===== config.mk =====
export PLATFORM = sky130hd
export DESIGN_NAME = bsfr_ram
export DESIGN_NICKNAME = d
export VERILOG_FILES = /design/src/rtl/bsfr_ram.sv
export SDC_FILE = /design/constraint.sdc
export NUM_CORES = 2
export LEC_CHECK = 0
export ABC_CLOCK_PERIOD_IN_PS = 6300
export BUFFER_PORTS_ARGS = -buffer_cell sky130_fd_sc_hd__buf_2
export CAP_MARGIN = 20
export CORE_MARGIN = 2
export CORE_UTILIZATION = 50
export DETAILED_ROUTE_END_ITERATION = 10
export GPL_TIMING_DRIVEN = 1
export PLACE_DENSITY = 0.65
export SLEW_MARGIN = 10
export SYNTH_ARGS = -nofsm -noshare
export SYNTH_HDL_FRONTEND = slang
export SYNTH_SLANG_ARGS = --single-unit
export TNS_END_PERCENT = 1

===== constraint.sdc =====
create_clock -name clk -period 6.3 [get_ports clk]
set_input_delay 0.945 -clock clk [delete_from_list [all_inputs] [get_ports clk]]
set_output_delay 0.945 -clock clk [all_outputs]
set_load 0.01 [all_outputs]

===== src/rtl/bsfr_ram.sv =====
// ----------------------------------------------------------------------------
// Byte RAM
// Simple dual-port byte memory, one write and one registered read a cycle.
// ----------------------------------------------------------------------------
`default_nettype none

module bsfr_ram #(
    parameter int DEPTH = 512,
    parameter int AW    = 9
) (
    input  wire logic          clk,
    input  wire logic          we,
    input  wire logic [AW-1:0] waddr,
    input  wire logic [7:0]    wdata,
    input  wire logic [AW-1:0] raddr,
    output logic      [7:0]    rdata
);

    logic [7:0] mem [DEPTH];

    always_ff @(posedge clk)
    begin
        if (we)
        begin
            mem[waddr] <= wdata;
        end
        rdata <= mem[raddr];
    end

endmodule

`default_nettype wire


==> impl_metrics.csv <==
group,metric,value,unit
detailed_routing,detail-route-antenna-nets,0,
critical_path,r2r_cells,7,
detailed_routing,first_iter_violations,10655,
floorplan,core-area,318000,um2
critical_path,r2r_slack,3.08,ns
global_route,gr-total-overflow,0,
detailed_routing,firstDrtPassIters,6,
placement,gp_congestion,0.861,
timing,rsz0062_at_grt,"no",
clocking,cts_buffer_depth,4,
hold_path,min_path_cells,1,
timing,tightest_slew,1.22,ns
detailed_routing,routed_wl,411000,um
timing,setup_slack,2.17,ns
floorplan,die_y,570,um
detailed_routing,drcViolationCount,0,
placement,numPortBuffers,35,
floorplan,die_area,324000,um2
timing,fmax,242,MHz
critical_path,worst_ep_required_time,7.17,ns
placement,numPlacedInstances,11915,
floorplan,ios,36,
global_route,grtUsageTotal,25.1,%
critical_path,crit_type,"in -> reg",
timing,finalHoldViolCount,0,
logic_synthesis,ys_ff_latch,4104,
logic_synthesis,synth_flop_cell,"edfxtp_1",
placement,dp_slack,1.37,ns
timing,relSlewSlack,18.5,%
power_and_ir_drop,max-vdd-ir-drop,0.000238,V
clocking,cts_buffers,413,
power_and_ir_drop,power.density,318,nW/um2
critical_path,cp_max_fo,39,
global_route,grt_pass1_wl,587000,um
critical_path,end_kind,"register",
logic_synthesis,synthTopCellsByCount,"edfxtp_1, mux2i_1, mux4_2",
timing,tns,0,ns
clocking,cts_root_buf,"clkbuf_16",
power_and_ir_drop,p_leak,0.0559,uW
detailed_routing,routedWlPerCell,32.4,um
hold_path,hold_class,"in -> reg",
floorplan,start_util,50.3,%
global_route,first_global_vias,80280,
logic_synthesis,syn_inst,8030,
logic_synthesis,yosys.cell_count.top_type,"edfxtp_1",
clocking,clk_latency,0.98,ns
global_route,antenna_found_initial,26,
critical_path,arrival,5.00,ns
clocking,cts_tree,"done",
cells_and_area,fill_cells,23519,
placement,hpwl,246000,um
critical_path,worstReg2RegStart,"mem[51][1]$_DFFE_PP_",
clocking,cts.clk_slew.worst_paths,0.06,ns
logic_synthesis,synth_cell_types,51,
timing,finalMaxSlewViolations,0,
cells_and_area,final_cells,12688,
cells_and_area,fin_nets,8179,
status,status,"finished clean",
cells_and_area,seq_area,123000,um2
critical_path,start_kind,"input port",
logic_synthesis,syn-num-nets,8058,
clocking,post_cts_buffers,0,
clocking,htree_num_levels,5,
hold_path,holdCritStartpoint,"wdata[5]",
timing,post-route-period-util,65.6,%
cells_and_area,multi_input_area,34000,um2
cells_and_area,final_layout_size_suffix_gt1_share,17.3,%
timing,finClkSkew,0.0808,ns
flow_run,maxCapViolCount,0,
clocking,cts.sinks,4104,
floorplan,rows,207,
logic_synthesis,synth_seq_area_share,77.0,%
clocking,holdBufCountCts,0,
logic_synthesis,netlist.area_leader.share,76.9,%
timing,setup_viol,0,
logic_synthesis,synth.largest_area_cell,"edfxtp_1",
logic_synthesis,synth_warnings,0,
detailed_routing,vias,81680,
hold_path,hold_end,"mem[387][5]$_DFFE_PP_",
logic_synthesis,netlist_top_cells_area,"edfxtp_1, mux4_2, mux2i_1",
floorplan,dieWidth,570,um
logic_synthesis,avgSynthCellArea,19.9,um2
clocking,cts_resized,0,
critical_path,timing.rr.end,"rdata[1]$_DFF_P_",
detailed_routing,via_per_inst,6.44,
cells_and_area,fin_util,55.9,%
logic_synthesis,netlist_area,160000,um2
logic_synthesis,synth_edf_count,4096,
timing,period_needed,4.13,ns
cells_and_area,area_delta_synth_final,11.2,%
global_route,grt_max_degree,197,
logic_synthesis,async_reset_ff_share,0,%
layout make-up:
| cell class | instances | share of cell area [%] |
|---|---|---|
| Antenna cell | 10 | 0.0141 |
| Clock buffer | 531 | 6.18 |
| Clock inverter | 231 | 1.19 |
| Inverter | 3 | 0.0106 |
| Multi-Input combinational cell | 3410 | 19.1 |
| Sequential cell | 4104 | 69.3 |
| Tap cell | 4180 | 2.94 |
| Timing Repair Buffer | 219 | 1.26 |
cells by family (layout without fill, tap and decap cells):
family	Yosys count	after routing	share of synthesized area, %
simple gates	980	980	2.63
flops	4104	4104	77.0
buf+inv	516	984	1.85
compound gates	979	979	4.31
other cells	0	10	0
mux	1451	1451	14.2
routing by layer:
metal / vias to the layer above / track usage (%) / wire [um]
li1: 33733 / - / -
met1: 43060 / 36.3 / 166000
met2: 4235 / 39.4 / 195000
met3: 638 / 4.67 / 37800
met4: 14 / 6.94 / 12200
met5: - / 0 / 81
how the worst max path moves through the flow:
stage / start / end / slack (ns) / cells past startpoint
after floorplan: raddr[0] / rdata[0]$_DFF_P_ / 3.38 / 10
after global placement: raddr[3] / rdata[4]$_DFF_P_ / 0.74 / 9
after detailed placement: raddr[2] / rdata[6]$_DFF_P_ / 1.37 / 10
after CTS: raddr[0] / rdata[1]$_DFF_P_ / 2.36 / 10
after global routing: raddr[0] / rdata[1]$_DFF_P_ / 2.06 / 10
final: raddr[0] / rdata[1]$_DFF_P_ / 2.17 / 10
where the power goes:
group	leakage [uW]	switching (uW)	internal, uW
combinational	0.0127	1850	843
sequential	0.0369	33.7	30100
clock	0.00635	10300	13500
total	0.0559	12200	44400
sequential cells by signal, indices dropped and copies added, names as in the netlist:
signal,flops
mem,4096
rdata,8
cells in the final DEF, fill, tap and decap left out, types with 10 or more instances in the layout:
master | netlist | routed
and2_1 | 20 | 20
buf_2 | 57 | 28
edfxtp_1 | 4096 | 4096
nor3_1 | 109 | 106
clkbuf_16 | 0 | 418
nand3_1 | 36 | 32
mux4_2 | 654 | 654
nand2_1 | 111 | 97
clkbuf_1 | 265 | 103
clkbuf_8 | 0 | 10
a211oi_1 | 17 | 17
o221ai_1 | 371 | 371
buf_8 | 11 | 10
buf_4 | 70 | 133
nor4_1 | 36 | 34
nand4_1 | 32 | 32
o21ai_0 | 118 | 113
mux2i_1 | 797 | 797
a21oi_1 | 194 | 194
clkinv_2 | 0 | 64
buf_12 | 5 | 47
o22ai_1 | 163 | 163
clkinv_1 | 0 | 101
a22oi_1 | 61 | 61
diode_2 | 0 | 10
nor2_1 | 597 | 596
bufinv_16 | 0 | 28
clkinvlp_4 | 0 | 13
o31ai_1 | 13 | 13
nand2_4 | 0 | 12
worst max-delay path, stage by stage:
cell      delay [ns]
buf_12          0.29
buf_12          0.33
buf_4           0.68
mux2i_1         0.17
o221ai_1        0.33
a21oi_1         0.11
nor2_1          0.49
o211ai_1        0.27
nor3_1          0.93
o2111a_1        0.31
through the flow:
stage / hold slack, ns / power (uW) / cell area [um2]
2_1_floorplan: 0.938 / 32100 / 160000
3_3_place_gp: 1.13 / 33300 / 165000
3_5_place_dp: 1.14 / 33400 / 165000
4_1_cts: 0.477 / 56800 / 178000
5_1_grt: 0.509 / 58000 / 178000
6_report: 0.513 / 56600 / 178000
Note: power is estimated with default switching activity, not from simulation.
